<file path="config.mk">
export PLATFORM = sky130hd
export DESIGN_NAME = heading_turn_controller
export DESIGN_NICKNAME = d
export VERILOG_FILES = /design/src/rtl/htc_pkg.sv /design/src/rtl/htc_mul.sv /design/src/rtl/htc_div.sv /design/src/rtl/heading_turn_controller.sv
export SDC_FILE = /design/constraint.sdc
export NUM_CORES = 1
export LEC_CHECK = 0
export ABC_CLOCK_PERIOD_IN_PS = 7670
export BUFFER_PORTS_ARGS = -buffer_cell sky130_fd_sc_hd__clkbuf_2
export CAP_MARGIN = 5
export CORE_UTILIZATION = 40
export DETAILED_ROUTE_END_ITERATION = 6
export HOLD_SLACK_MARGIN = 0.08
export PLACE_DENSITY = 0.59
export SLEW_MARGIN = 10
export SYNTH_ARGS = -nofsm -noshare
export SYNTH_HDL_FRONTEND = slang
export SYNTH_SLANG_ARGS = --single-unit
</file>
<file path="constraint.sdc">
create_clock -name clk -period 7.67 [get_ports clk]
set_input_delay 0.767 -clock clk [delete_from_list [all_inputs] [get_ports clk]]
set_output_delay 0.767 -clock clk [all_outputs]
set_load 0.01 [all_outputs]
</file>
<file path="src/rtl/htc_pkg.sv">
// htc_pkg.sv: types and constants shared by the heading turn controller modules.
// No dependencies.
`default_nettype none

package htc_pkg;

  // Field widths
  localparam int AngleW  = 16;
  localparam int GainW   = 16;
  localparam int WeightW = 4;
  localparam int DriveW  = 8;
  localparam int CountW  = 4;
  localparam int DiffW   = 17;  // target - heading
  localparam int WrapW   = 18;  // difference with the +-360 degree candidate
  localparam int EmagW   = 16;  // |error|, at most 29535
  localparam int ProdW   = 31;  // gain * |error| < 2^31
  localparam int QuotW   = 18;  // product / 9000 < 2^18
  localparam int RemW    = 14;  // division remainder, below 9000
  localparam int PmagW   = 19;  // |p| after the static offset
  localparam int CfgIdxW = 2;

  // Serial unit step counts
  localparam int MulSteps = GainW;
  localparam int DivSteps = QuotW;

  // Arithmetic constants (hundredths of a degree, Q.10 drive)
  localparam logic [WrapW-1:0]   WrapSpan   = 18'd36000;
  localparam logic [RemW:0]      DivConst   = 15'd9000;
  localparam logic [9:0]         OffsetBase = 10'd123;
  localparam logic [5:0]         OffsetStep = 6'd51;
  localparam logic [6:0]         DriveMax   = 7'd127;
  localparam logic [EmagW-1:0]   ErrDead    = 16'd15;
  localparam logic [EmagW-1:0]   ErrTol     = 16'd20;
  localparam logic [CountW-1:0]  CountMax   = 4'd15;

  // Configuration register indexes
  typedef enum logic [CfgIdxW-1:0] {
    CFG_TARGET = 2'd0,
    CFG_GAIN   = 2'd1,
    CFG_WEIGHT = 2'd2
  } cfg_idx_t;

  // Sequencer states
  typedef enum logic [2:0] {
    ST_IDLE,
    ST_WRAP,
    ST_MUL,
    ST_DIV,
    ST_FIN
  } htc_state_t;

endpackage

`default_nettype wire

</file>
<file path="src/rtl/htc_mul.sv">
// htc_mul.sv: bit-serial shift-add multiplier, one gain bit per cycle.
// Depends on htc_pkg.
`default_nettype none

module htc_mul (
  input  wire                          clk,
  input  wire                          rst_n,
  input  wire                          start,
  input  wire [htc_pkg::EmagW-1:0]     mcand,
  input  wire [htc_pkg::GainW-1:0]     mplier,
  output logic                         done,
  output logic [htc_pkg::ProdW-1:0]    product
);

  localparam int CntW = $clog2(htc_pkg::MulSteps);
  localparam logic [CntW-1:0] LastStep = CntW'(htc_pkg::MulSteps - 1);

  logic                         busy_r, busy_nxt;
  logic                         done_r, done_nxt;
  logic [CntW-1:0]              cnt_r, cnt_nxt;
  logic [htc_pkg::EmagW-1:0]    mcand_r, mcand_nxt;
  logic [htc_pkg::EmagW-1:0]    hi_r, hi_nxt;
  logic [htc_pkg::GainW-1:0]    lo_r, lo_nxt;
  logic [htc_pkg::EmagW:0]      sum;

  // One partial product per cycle: add when the low multiplier bit is set
  assign sum = {1'b0, hi_r} + (lo_r[0] ? {1'b0, mcand_r} : '0);

  always_comb begin
    busy_nxt  = busy_r;
    done_nxt  = 1'b0;
    cnt_nxt   = cnt_r;
    mcand_nxt = mcand_r;
    hi_nxt    = hi_r;
    lo_nxt    = lo_r;
    if (start) begin
      busy_nxt  = 1'b1;
      cnt_nxt   = '0;
      mcand_nxt = mcand;
      hi_nxt    = '0;
      lo_nxt    = mplier;
    end else if (busy_r) begin
      hi_nxt  = sum[htc_pkg::EmagW:1];
      lo_nxt  = {sum[0], lo_r[htc_pkg::GainW-1:1]};
      cnt_nxt = cnt_r + 1'b1;
      if (cnt_r == LastStep) begin
        busy_nxt = 1'b0;
        done_nxt = 1'b1;
      end
    end
  end

  // Control state
  always_ff @(posedge clk) begin
    if (!rst_n) begin
      busy_r <= 1'b0;
      done_r <= 1'b0;
      cnt_r  <= '0;
    end else begin
      busy_r <= busy_nxt;
      done_r <= done_nxt;
      cnt_r  <= cnt_nxt;
    end
  end

  // Datapath shift registers
  always_ff @(posedge clk) begin
    mcand_r <= mcand_nxt;
    hi_r    <= hi_nxt;
    lo_r    <= lo_nxt;
  end

  assign done    = done_r;
  assign product = htc_pkg::ProdW'({hi_r, lo_r});

endmodule

`default_nettype wire

</file>
<file path="src/rtl/htc_div.sv">
// htc_div.sv: bit-serial restoring divider by the constant 9000, one quotient bit per cycle.
// Depends on htc_pkg.
`default_nettype none

module htc_div (
  input  wire                          clk,
  input  wire                          rst_n,
  input  wire                          start,
  input  wire [htc_pkg::ProdW-1:0]     dividend,
  output logic                         done,
  output logic [htc_pkg::QuotW-1:0]    quotient
);

  localparam int CntW = $clog2(htc_pkg::DivSteps);
  localparam logic [CntW-1:0] LastStep = CntW'(htc_pkg::DivSteps - 1);

  logic                         busy_r, busy_nxt;
  logic                         done_r, done_nxt;
  logic [CntW-1:0]              cnt_r, cnt_nxt;
  logic [htc_pkg::RemW-1:0]     rem_r, rem_nxt;
  logic [htc_pkg::QuotW-1:0]    sh_r, sh_nxt;
  logic [htc_pkg::RemW:0]       cand;
  logic [htc_pkg::RemW:0]       diff;
  logic                         ge;

  // Trial subtract on the remainder with the next dividend bit shifted in
  assign cand = {rem_r, sh_r[htc_pkg::QuotW-1]};
  assign ge   = (cand >= htc_pkg::DivConst);
  assign diff = cand - htc_pkg::DivConst;

  always_comb begin
    busy_nxt = busy_r;
    done_nxt = 1'b0;
    cnt_nxt  = cnt_r;
    rem_nxt  = rem_r;
    sh_nxt   = sh_r;
    if (start) begin
      // top bits of the dividend are below 9000, so they seed the remainder
      busy_nxt = 1'b1;
      cnt_nxt  = '0;
      rem_nxt  = htc_pkg::RemW'(dividend[htc_pkg::ProdW-1:htc_pkg::QuotW]);
      sh_nxt   = dividend[htc_pkg::QuotW-1:0];
    end else if (busy_r) begin
      rem_nxt = ge ? diff[htc_pkg::RemW-1:0] : cand[htc_pkg::RemW-1:0];
      sh_nxt  = {sh_r[htc_pkg::QuotW-2:0], ge};
      cnt_nxt = cnt_r + 1'b1;
      if (cnt_r == LastStep) begin
        busy_nxt = 1'b0;
        done_nxt = 1'b1;
      end
    end
  end

  // Control state
  always_ff @(posedge clk) begin
    if (!rst_n) begin
      busy_r <= 1'b0;
      done_r <= 1'b0;
      cnt_r  <= '0;
    end else begin
      busy_r <= busy_nxt;
      done_r <= done_nxt;
      cnt_r  <= cnt_nxt;
    end
  end

  // Remainder and quotient shift registers
  always_ff @(posedge clk) begin
    rem_r <= rem_nxt;
    sh_r  <= sh_nxt;
  end

  assign done     = done_r;
  assign quotient = sh_r;

endmodule

`default_nettype wire

</file>
<file path="src/rtl/heading_turn_controller.sv">
// heading_turn_controller.sv: top level, sequencer, wrap/error front end and drive output.
// Depends on htc_pkg, htc_mul and htc_div.
//
// One heading sample in, one drive beat out. From acceptance to the output register a
// sample passes these steps: the difference is registered at acceptance, the
// shortest-wrap error is formed, the bit-serial gain multiplier runs and hands off,
// the bit-serial divide-by-9000 runs and hands off while adding the static offset,
// and the result saturates into the output register. One sample is in flight at a
// time, so a new sample is not taken before the current one is through. The next is
// taken once the current one has reached the output register, even if that beat has
// not yet been taken. Config writes are always ready, and every write to a listed
// register restarts the settle count.
`default_nettype none

module heading_turn_controller #(
  parameter int SETTLE_SAMPLES = 10
) (
  input  wire                            clk,
  input  wire                            rst_n,
  // sample channel
  input  wire                            in_valid,
  output logic                           in_ready,
  input  wire signed [htc_pkg::AngleW-1:0] in_heading,
  // result channel
  output logic                           out_valid,
  input  wire                            out_ready,
  output logic signed [htc_pkg::DriveW-1:0] out_left_drive,
  output logic signed [htc_pkg::DriveW-1:0] out_right_drive,
  output logic                           out_settled,
  // config channel
  input  wire                            cfg_valid,
  output logic                           cfg_ready,
  input  wire [htc_pkg::CfgIdxW-1:0]     cfg_index,
  input  wire [htc_pkg::AngleW-1:0]      cfg_data
);

  localparam logic [htc_pkg::CountW-1:0] SettleLimit = htc_pkg::CountW'(SETTLE_SAMPLES);

  htc_pkg::htc_state_t state_r, state_nxt;

  // config registers
  logic [htc_pkg::AngleW-1:0]   target_r, target_nxt;
  logic [htc_pkg::GainW-1:0]    gain_r, gain_nxt;
  logic [htc_pkg::WeightW-1:0]  weight_r, weight_nxt;

  // turn state
  logic [htc_pkg::CountW-1:0]   cnt_r, cnt_nxt;
  logic                         done_flag_r, done_flag_nxt;

  // per-sample datapath
  logic [htc_pkg::DiffW-1:0]    d_r, d_nxt;
  logic                         e_neg_r, e_neg_nxt;
  logic                         e_le_tol_r, e_le_tol_nxt;
  logic                         e_gt_dead_r, e_gt_dead_nxt;
  logic [htc_pkg::PmagW-1:0]    p_mag_r, p_mag_nxt;

  // output register
  logic                         out_valid_r, out_valid_nxt;
  logic [htc_pkg::DriveW-1:0]   left_r, left_nxt;
  logic [htc_pkg::DriveW-1:0]   right_r, right_nxt;
  logic                         settled_r, settled_nxt;

  // sequencer controls
  logic in_beat, cfg_beat, mul_start, div_start, fin_load;

  // serial units
  logic                         mul_done, div_done;
  logic [htc_pkg::ProdW-1:0]    product;
  logic [htc_pkg::QuotW-1:0]    quotient;

  // wrap front end
  logic signed [htc_pkg::WrapW-1:0] d_ext, w_val;
  logic [htc_pkg::DiffW-1:0]    d_abs, w_abs, e_abs;
  logic                         w_pick;
  logic [htc_pkg::EmagW-1:0]    e_mag;

  // offset and drive
  logic [9:0]                   offset;
  logic                         p_big;
  logic [6:0]                   big_mag;
  logic [15:0]                  small_prod;
  logic [6:0]                   drive_mag;
  logic [htc_pkg::DriveW-1:0]   drive;
  logic [htc_pkg::CountW-1:0]   cnt_upd;
  logic                         finish_now;

  assign in_beat  = in_valid && in_ready;
  assign cfg_beat = cfg_valid && cfg_ready;

  // ---------------------------------------------------------------- sequencer
  always_comb begin
    state_nxt = state_r;
    unique case (state_r)
      htc_pkg::ST_IDLE: if (in_valid) state_nxt = htc_pkg::ST_WRAP;
      htc_pkg::ST_WRAP: state_nxt = htc_pkg::ST_MUL;
      htc_pkg::ST_MUL:  if (mul_done) state_nxt = htc_pkg::ST_DIV;
      htc_pkg::ST_DIV:  if (div_done) state_nxt = htc_pkg::ST_FIN;
      htc_pkg::ST_FIN:  if (!out_valid_r || out_ready) state_nxt = htc_pkg::ST_IDLE;
      default:          state_nxt = htc_pkg::ST_IDLE;
    endcase
  end

  always_comb begin
    in_ready  = 1'b0;
    mul_start = 1'b0;
    div_start = 1'b0;
    fin_load  = 1'b0;
    unique case (state_r)
      htc_pkg::ST_IDLE: in_ready  = 1'b1;
      htc_pkg::ST_WRAP: mul_start = 1'b1;
      htc_pkg::ST_MUL:  div_start = mul_done;
      htc_pkg::ST_DIV:  ;
      htc_pkg::ST_FIN:  fin_load  = !out_valid_r || out_ready;
      default:          ;
    endcase
  end

  assign cfg_ready = 1'b1;

  // ---------------------------------------------------------------- config writes
  always_comb begin
    target_nxt = target_r;
    gain_nxt   = gain_r;
    weight_nxt = weight_r;
    if (cfg_beat) begin
      unique case (cfg_index)
        htc_pkg::CFG_TARGET: target_nxt = cfg_data;
        htc_pkg::CFG_GAIN:   gain_nxt   = cfg_data;
        htc_pkg::CFG_WEIGHT: weight_nxt = cfg_data[htc_pkg::WeightW-1:0];
        default:             ;
      endcase
    end
  end

  // ---------------------------------------------------------------- wrap front end
  // difference taken at acceptance
  assign d_nxt = in_beat
      ? htc_pkg::DiffW'($signed({target_r[htc_pkg::AngleW-1], target_r})
                        - $signed({in_heading[htc_pkg::AngleW-1], in_heading}))
      : d_r;

  // the other candidate is one full turn away, toward zero
  assign d_ext  = htc_pkg::WrapW'($signed(d_r));
  assign w_val  = ($signed(d_r) > 0) ? d_ext - $signed(htc_pkg::WrapSpan)
                                     : d_ext + $signed(htc_pkg::WrapSpan);
  assign d_abs  = d_r[htc_pkg::DiffW-1] ? htc_pkg::DiffW'(-$signed(d_r)) : d_r;
  assign w_abs  = w_val[htc_pkg::WrapW-1] ? htc_pkg::DiffW'(-w_val) : htc_pkg::DiffW'(w_val);
  assign w_pick = d_abs > w_abs;
  assign e_abs  = w_pick ? w_abs : d_abs;
  assign e_mag  = e_abs[htc_pkg::EmagW-1:0];

  always_comb begin
    e_neg_nxt     = e_neg_r;
    e_le_tol_nxt  = e_le_tol_r;
    e_gt_dead_nxt = e_gt_dead_r;
    if (state_r == htc_pkg::ST_WRAP) begin
      e_neg_nxt     = w_pick ? w_val[htc_pkg::WrapW-1] : d_r[htc_pkg::DiffW-1];
      e_le_tol_nxt  = e_mag <= htc_pkg::ErrTol;
      e_gt_dead_nxt = e_mag > htc_pkg::ErrDead;
    end
  end

  // ---------------------------------------------------------------- serial units
  htc_mul u_mul (
    .clk     (clk),
    .rst_n   (rst_n),
    .start   (mul_start),
    .mcand   (e_mag),
    .mplier  (gain_r),
    .done    (mul_done),
    .product (product)
  );

  htc_div u_div (
    .clk      (clk),
    .rst_n    (rst_n),
    .start    (div_start),
    .dividend (product),
    .done     (div_done),
    .quotient (quotient)
  );

  // ---------------------------------------------------------------- static offset
  assign offset    = htc_pkg::OffsetBase + 10'(weight_r) * 10'(htc_pkg::OffsetStep);
  assign p_mag_nxt = div_done ? htc_pkg::PmagW'(quotient) + htc_pkg::PmagW'(offset) : p_mag_r;

  // ---------------------------------------------------------------- drive and settle
  assign p_big      = |p_mag_r[htc_pkg::PmagW-1:9];
  assign big_mag    = (p_mag_r[htc_pkg::PmagW-1:4] > 15'(htc_pkg::DriveMax))
                      ? htc_pkg::DriveMax : p_mag_r[10:4];
  // times 127 as shift and subtract, then over 1024
  assign small_prod = {p_mag_r[8:0], 7'd0} - {7'd0, p_mag_r[8:0]};

  assign cnt_upd    = (e_le_tol_r && cnt_r < htc_pkg::CountMax) ? cnt_r + 1'b1 : cnt_r;
  assign finish_now = cnt_upd > SettleLimit;

  always_comb begin
    priority if (done_flag_r || finish_now) drive_mag = '0;
    else if (p_big)                         drive_mag = big_mag;
    else if (e_gt_dead_r)                   drive_mag = {1'b0, small_prod[15:10]};
    else                                    drive_mag = '0;
  end

  assign drive = e_neg_r ? htc_pkg::DriveW'(-$signed({1'b0, drive_mag}))
                         : {1'b0, drive_mag};

  always_comb begin
    cnt_nxt       = cnt_r;
    done_flag_nxt = done_flag_r;
    if (cfg_beat && (cfg_index == htc_pkg::CFG_TARGET || cfg_index == htc_pkg::CFG_GAIN ||
                     cfg_index == htc_pkg::CFG_WEIGHT)) begin
      cnt_nxt       = '0;
      done_flag_nxt = 1'b0;
    end else if (fin_load && !done_flag_r) begin
      cnt_nxt       = cnt_upd;
      done_flag_nxt = finish_now;
    end
  end

  // ---------------------------------------------------------------- output register
  always_comb begin
    out_valid_nxt = out_valid_r;
    left_nxt      = left_r;
    right_nxt     = right_r;
    settled_nxt   = settled_r;
    if (out_valid_r && out_ready) out_valid_nxt = 1'b0;
    if (fin_load) begin
      out_valid_nxt = 1'b1;
      left_nxt      = drive;
      right_nxt     = htc_pkg::DriveW'(-$signed(drive));
      settled_nxt   = done_flag_r || finish_now;
    end
  end

  // control state
  always_ff @(posedge clk) begin
    if (!rst_n) begin
      state_r     <= htc_pkg::ST_IDLE;
      target_r    <= '0;
      gain_r      <= htc_pkg::GainW'(256);
      weight_r    <= '0;
      cnt_r       <= '0;
      done_flag_r <= 1'b0;
      out_valid_r <= 1'b0;
    end else begin
      state_r     <= state_nxt;
      target_r    <= target_nxt;
      gain_r      <= gain_nxt;
      weight_r    <= weight_nxt;
      cnt_r       <= cnt_nxt;
      done_flag_r <= done_flag_nxt;
      out_valid_r <= out_valid_nxt;
    end
  end

  // payload
  always_ff @(posedge clk) begin
    d_r         <= d_nxt;
    e_neg_r     <= e_neg_nxt;
    e_le_tol_r  <= e_le_tol_nxt;
    e_gt_dead_r <= e_gt_dead_nxt;
    p_mag_r     <= p_mag_nxt;
    left_r      <= left_nxt;
    right_r     <= right_nxt;
    settled_r   <= settled_nxt;
  end

  assign out_valid       = out_valid_r;
  assign out_left_drive  = left_r;
  assign out_right_drive = right_r;
  assign out_settled     = settled_r;

endmodule

`default_nettype wire

</file>
==> reports/qor.yml, run 1 <==
run_status:
  status: "finished with violations"
  violations: "design-rule violations"
layout:
  fin_util: 0.449
  diodes: 0
  drive_gt1_frac: 0.102
  fin_area_mm2: 0.0138
  nets: 1539
  syn_to_final_growth_pct: 9.48
drt:
  drc: 3
  wl_per_cell_um: 14.9
  dr.pass1.iters: 7
  drt_first_iter_violations: 505
  avgViaCountPerCell: 5.24
  antenna_left: 0
  drt-total-wl_mm: 27.1
  num_vias: 9489
cts:
  cts_tree: "yes"
  hold_buffers: 0
  ctsRootBufferMaster: "clkbuf_16"
  clockBufferDepth: 2
  cts_resized: 0
  clk_latency_ns: 0.44
  htree_num_levels: 4
  cts_setup_buffers: 0
  clkTransAtPathRegs_ns: 0.08
  tritoncts.num_buffers: 17
  clock_sinks: 193
grt:
  grt_pass1_wl_mm: 45.4
  grtUsageMet1: 0.238
  grt_max_degree: 46
  use_met2: 0.272
  grt_use_total: 0.172
  overflow: 0
  antenna_found_initial: 0
  grt_pass1_vias: 9036
  busiest_layer: "met2"
  globalRouteMet3Util: 0.0342
setup_path:
  slowest_delay_ns: 0.49
  cp.required_ns: 7.87
  cp_max_fo: 11
  crit_arrival_ns: 7.28
  critPathKind: "register to register"
  end_kind: "register"
  critPathLaunchType: "register"
  critical-path-slowest-cell: "ha_1"
power:
  internal_power_uw: 2000
  clockPowerShare: 0.287
  power_density_mw_per_mm2: 218
  swShare: 0.335
  switchingPower_uw: 1010
  total_power_uw: 3010
  irDropWorstVdd_uv: 166
  comb_power_share: 0.290
  leakage_uw: 0.00553
  seqPwrFrac: 0.422
placed_design:
  dpl-instance-area_mm2: 0.0133
  port_buffers: 57
  dp_slack_ns: 0.599
  globalplace.congestion: 0.857
  dp_hpwl_mm: 20.7
synth:
  synthCells: 1370
  yosysSeqAreaShare: 0.399
  ys_types: 80
  synth_area_leaders: "edfxtp_1, dfxtp_1, ha_1"
  synthMostInstantiatedCell: "nand2_1"
  netlist_area_mm2: 0.0126
  synth_seq_cells: 193
  avgSynthCellArea_um2: 9.23
  syn-num-nets: 1507
  netlist.area_leader.share: 0.280
  yosysTopAreaCell: "edfxtp_1"
  synthArstFlopShare: 0
  synth-warning-count: 0
  synth_edf_count: 118
  synth.top_cells.by_count: "nand2_1, edfxtp_1, nor2_1, ha_1, inv_1"
  synth_flop_cell: "edfxtp_1"
floorplan:
  core_area_mm2: 0.0308
  top_level_ports: 59
  die_w_um: 180
  core.rowCount: 64
  start_util: 0.410
  die_area_mm2: 0.0323
  die_h_um: 180
timing:
  finalCriticalPeriod_ns: 7.08
  hold_violations: 0
  finalWorstSetupSlack_ns: 0.588
  period_share: 0.923
  tightest_slew_ns: 1.14
  skew_ns: 0.0104
  max_slew_margin: 0.235
  setup_viol: 0
  rsz0062_at_grt: "no"
  slew_violations: 0
  setup_tns_ns: 0
  max_freq_mhz: 141
hold_path:
  hp-class: "register to register"
job:
  max-cap-violations: 0
final timing paths:
check,startpoint,slack [ns],to,cells past startpoint
worst min-delay path,gain_r[6],0.47,gain_r[6],2
worst min register to register,gain_r[6],0.47,gain_r[6],2
worst max register to register,d_r[0],0.59,e_gt_dead_r,27
worst max-delay path,d_r[0],0.59,e_gt_dead_r,27
per-stage QoR:
stage | hold WS, ns | instances
global route | 0.488 | 1811
global placement | 0.441 | 1779
CTS | 0.473 | 1811
floorplan | 0.432 | 1370
detailed placement | 0.461 | 1779
finish | 0.472 | 1811
cells in the final DEF (no fill, tap or decap), types with 5 or more instances in the layout:
cell type | Yosys | final
dfxtp_1 | 75 | 75
clkbuf_2 | 2 | 57
nor3_1 | 28 | 27
buf_4 | 2 | 11
nand3_1 | 28 | 28
o21a_1 | 9 | 9
a21boi_0 | 37 | 37
inv_6 | 0 | 5
nor4_1 | 11 | 11
o21ai_0 | 50 | 50
xnor2_1 | 82 | 82
clkbuf_16 | 0 | 17
nand2b_1 | 13 | 13
a211oi_1 | 8 | 8
nor2_1 | 101 | 101
nand3b_1 | 5 | 5
or2_2 | 8 | 8
o31ai_1 | 13 | 13
and3_1 | 8 | 8
nor2b_1 | 23 | 23
a21o_1 | 16 | 16
inv_1 | 85 | 85
o41ai_1 | 5 | 5
mux2i_1 | 26 | 26
ha_1 | 91 | 91
nand2_1 | 191 | 191
a21oi_1 | 83 | 83
and2_1 | 30 | 30
fa_1 | 7 | 7
edfxtp_1 | 118 | 118
o21bai_1 | 9 | 9
o211ai_1 | 8 | 8
mux2_2 | 16 | 16
xor2_1 | 33 | 33
nand4_1 | 7 | 7
or3_1 | 7 | 7
a31oi_1 | 10 | 10
metal layers:
metal,wire length (um),vias to the layer above,share of wire
li1,-,4904,-
met1,13700,4381,0.51
met2,12000,173,0.44
met3,1030,31,0.038
met4,365,0,0.013
met5,0,-,0
power groups by stage:
| stage | logic (uW) | clock network, uW | registers, uW |
|---|---|---|---|
| floorplan | 699 | 0 | 1260 |
| global placement | 856 | 0 | 1290 |
| detailed placement | 868 | 0 | 1300 |
| CTS | 874 | 889 | 1270 |
| global route | 989 | 927 | 1280 |
| finish | 874 | 866 | 1270 |
worst max-delay path, delay by kind of cell, from the launching register on:
kind	cells	cell delay, ns
compound gates	8	2.05
simple gates	9	1.89
fa+ha+maj	3	1.05
xor+xnor	2	0.56
buf+inv	4	0.52
flops	1	0.41
mux	1	0.35
cell type report:
cell class,count,area [um^2]
multi-input cells,1037,7050
clock inverters,15,140
inverters,85,319
well taps,396,495
clock buffers,17,425
fillers,2949,17000
flip-flops and latches,193,5040
repair buffers,68,368
flip-flops by register name (all words and copies together), names as in the netlist, 3 cells and up:
register         cells
out_left_drive       8
u_div.quotient      18
target_r            16
u_mul.cnt_r          4
u_mul.hi_r          16
d_r                 17
u_mul.lo_r          16
gain_r              16
out_right_drive      7
u_div.cnt_r          5
cnt_r                4
u_mul.mcand_r       16
u_div.rem_r         14
weight_r             4
p_mag_r             19
state_r              3
cell families after synthesis:
logic type / Yosys count / share of synthesized area
xor gates and xnor gates: 115 / 0.0796
other: 1 / 0.000296
muxes: 42 / 0.0348
buffers and inverters: 140 / 0.0446
adders and majority gates: 98 / 0.101
AOI/OAI and AO/OA: 289 / 0.152
DFF: 193 / 0.399
and+or+nand+nor: 492 / 0.188
(Power assumes the default switching activity.)
==> run 2: changes to the inputs <==
- CELL_PAD_IN_SITES_DETAIL_PLACEMENT: default -> 0
- CELL_PAD_IN_SITES_GLOBAL_PLACEMENT: default -> 1
- CORE_MARGIN: default -> 2
- PLACE_DENSITY: 0.59 -> 0.71
- SLEW_MARGIN: 10 -> default
==> reports/qor.yml, run 2 (synthesized netlist as in run 1, its figures left out) <==
cts:
  cts_setup_buffers: 0  # unchanged
  tritoncts.num_buffers: 17  # unchanged
  clockBufferDepth: 2  # unchanged
  ctsRootBufferMaster: "clkbuf_16"
  clk_latency_ns: 0.43  # about the same
  clock_sinks: 193  # unchanged
  hold_buffers: 0  # unchanged
  htree_num_levels: 4  # unchanged
  cts_tree: "yes"
  cts_resized: 0  # unchanged
  clkTransAtPathRegs_ns: 0.07  # about the same
grt:
  grt_pass1_wl_mm: 45.5  # +0.18%
  overflow: 0  # unchanged
  grt_use_total: 0.169  # -0.00320
  grt_max_degree: 46  # unchanged
  grt_pass1_vias: 9029  # -0.077%
  antenna_found_initial: 0  # unchanged
drt:
  drt_first_iter_violations: 475  # -5.9%
  drt-total-wl_mm: 27.5  # +1.7%
  avgViaCountPerCell: 5.20  # -0.85%
  num_vias: 9450  # -0.41%
  dr.pass1.iters: 5  # -2
  antenna_left: 0  # unchanged
  wl_per_cell_um: 15.1  # +1.2%
  drc: 0  # -3
floorplan:
  die_area_mm2: 0.0331  # +2.2%
  top_level_ports: 59  # unchanged
  core.rowCount: 65  # +1.6%
  die_w_um: 182  # +1.1%
  start_util: 0.404  # -0.00631
  die_h_um: 182  # +1.1%
  core_area_mm2: 0.0313  # +1.6%
run_status:
  status: "finished clean"
layout:
  layout_common_cells: "nand2_1, edfxtp_1, nor2_1, ha_1, inv_1"
  fillCellCount: 3032  # +2.8%
  mostFrequentLayoutCell: "nand2_1"
  top_register: "p_mag_r"
  diodes: 0  # unchanged
  syn_to_final_growth_pct: 9.90
  nets: 1541  # +0.13%
  largest_reg_flops: 19  # unchanged
  fin_util: 0.444  # -0.00519
  drive_gt1_frac: 0.102  # -0.000144
setup_path:
  slowest_delay_ns: 0.49  # about the same
  cp_max_fo: 10  # -1
  end_kind: "register"
  worst-path-buf-inv: 3  # -1
  critPathLaunchType: "register"
  critPathKind: "register to register"
  critical-path-slowest-cell: "ha_1"
  critPathTopFamily: "compound AO/OA/AOI/OAI gates"
  crit_arrival_ns: 7.22  # -0.06 ns
  cp.required_ns: 7.86  # about the same
timing:
  hold_violations: 0  # unchanged
  rsz0062_at_grt: "no"
  skew_ns: 0.0113  # +0.000915 ns
  period_share: 0.916  # -0.00708
  max_freq_mhz: 142  # +0.77%
  max_slew_margin: 0.402  # +0.166
  tightest_slew_ns: 0.896  # -0.245 ns
  finalWorstSetupSlack_ns: 0.642  # +0.0543 ns
  setup_tns_ns: 0  # unchanged
  setup_viol: 0  # unchanged
  finalCriticalPeriod_ns: 7.03  # -0.0543 ns
  slew_violations: 0  # unchanged
placed_design:
  port_buffers: 57  # unchanged
  dp_slack_ns: 0.701  # +0.102 ns
  dp_hpwl_mm: 21.1  # +1.8%
  globalplace.congestion: 0.871  # +1.6%
job:
  max-cap-violations: 0  # unchanged
power:
  power_density_mw_per_mm2: 219  # +0.90%
  leakage_uw: 0.00555  # +0.34%
  total_power_uw: 3050  # +1.3%
  irDropWorstVdd_uv: 154  # -7.0%
hold_path:
  hp-class: "register to register"
-- run 2: changes by cell type in the layout (fill, tap and decap cells not counted), moves of 2 or more --
cell and change:
bufinv_16 +2, inv_4 -2, clkbuf_8 +2, inv_8 -3
buf_4 +2
-- run 2: area by class of cell --
class | count | area [um^2] | area share
multi-input combinational | 1037 | 7050 | 0.507
sequential | 193 | 5040 | 0.363
tap | 402 | 503 | 0.0362
clock buffer | 19 | 453 | 0.0326
timing repair buffer | 70 | 383 | 0.0275
inverter | 85 | 319 | 0.0230
clock inverter | 13 | 149 | 0.0107
-- run 2: report_power, final --
part / leakage [uW] / internal (uW) / switching, uW
Sequential: 0.00169 / 1200 / 72.3
Combinational: 0.00357 / 368 / 507
Clock: 0.000294 / 504 / 398
Total: 0.00555 / 2070 / 977
-- run 2: metrics by stage --
| step | hold WS, ns | cells | cell area, um^2 |
|---|---|---|---|
| 2_1_floorplan | 0.432 | 1370 | 12600 |
| 3_3_place_gp | 0.440 | 1787 | 13300 |
| 3_5_place_dp | 0.458 | 1787 | 13300 |
| 4_1_cts | 0.468 | 1819 | 13900 |
| 5_1_grt | 0.486 | 1819 | 13900 |
| 6_report | 0.468 | 1819 | 13900 |
-- run 2: routing by layer --
metal	track usage	up-vias	part of all wire
met1	0.239	4370	0.51
met5	0	-	0
li1	-	4909	-
met3	0.0317	22	0.038
met2	0.270	149	0.45
met4	0.0364	0	0.0098
-- run 2: path summary, 6_finish.rpt --
path	slack, ns	end	cells after the start	start
worst max-delay path	0.64	e_gt_dead_r	26	d_r[1]
worst min-delay path	0.47	gain_r[12]	2	gain_r[12]
worst max register to register	0.64	e_gt_dead_r	26	d_r[1]
worst min register to register	0.47	gain_r[12]	2	gain_r[12]
-- run 2: worst reg2reg max path, stage by stage (launching register included) --
cell	delay, ns
edfxtp_1	0.37
inv_1	0.08
ha_1	0.25
nor4b_4	0.17
and4_1	0.22
nor2_2	0.32
inv_1	0.19
ha_1	0.49
o21ai_0	0.24
a31o_2	0.31
o31ai_2	0.37
mux2i_1	0.35
xnor2_1	0.21
a41oi_1	0.18
xnor2_1	0.32
inv_1	0.08
ha_1	0.33
nand4_1	0.13
nor2b_1	0.19
o2111ai_1	0.13
o211a_1	0.17
or2_2	0.40
o311ai_0	0.41
nand3_1	0.15
a2111oi_2	0.32
nand4bb_1	0.17
or2_1	0.23
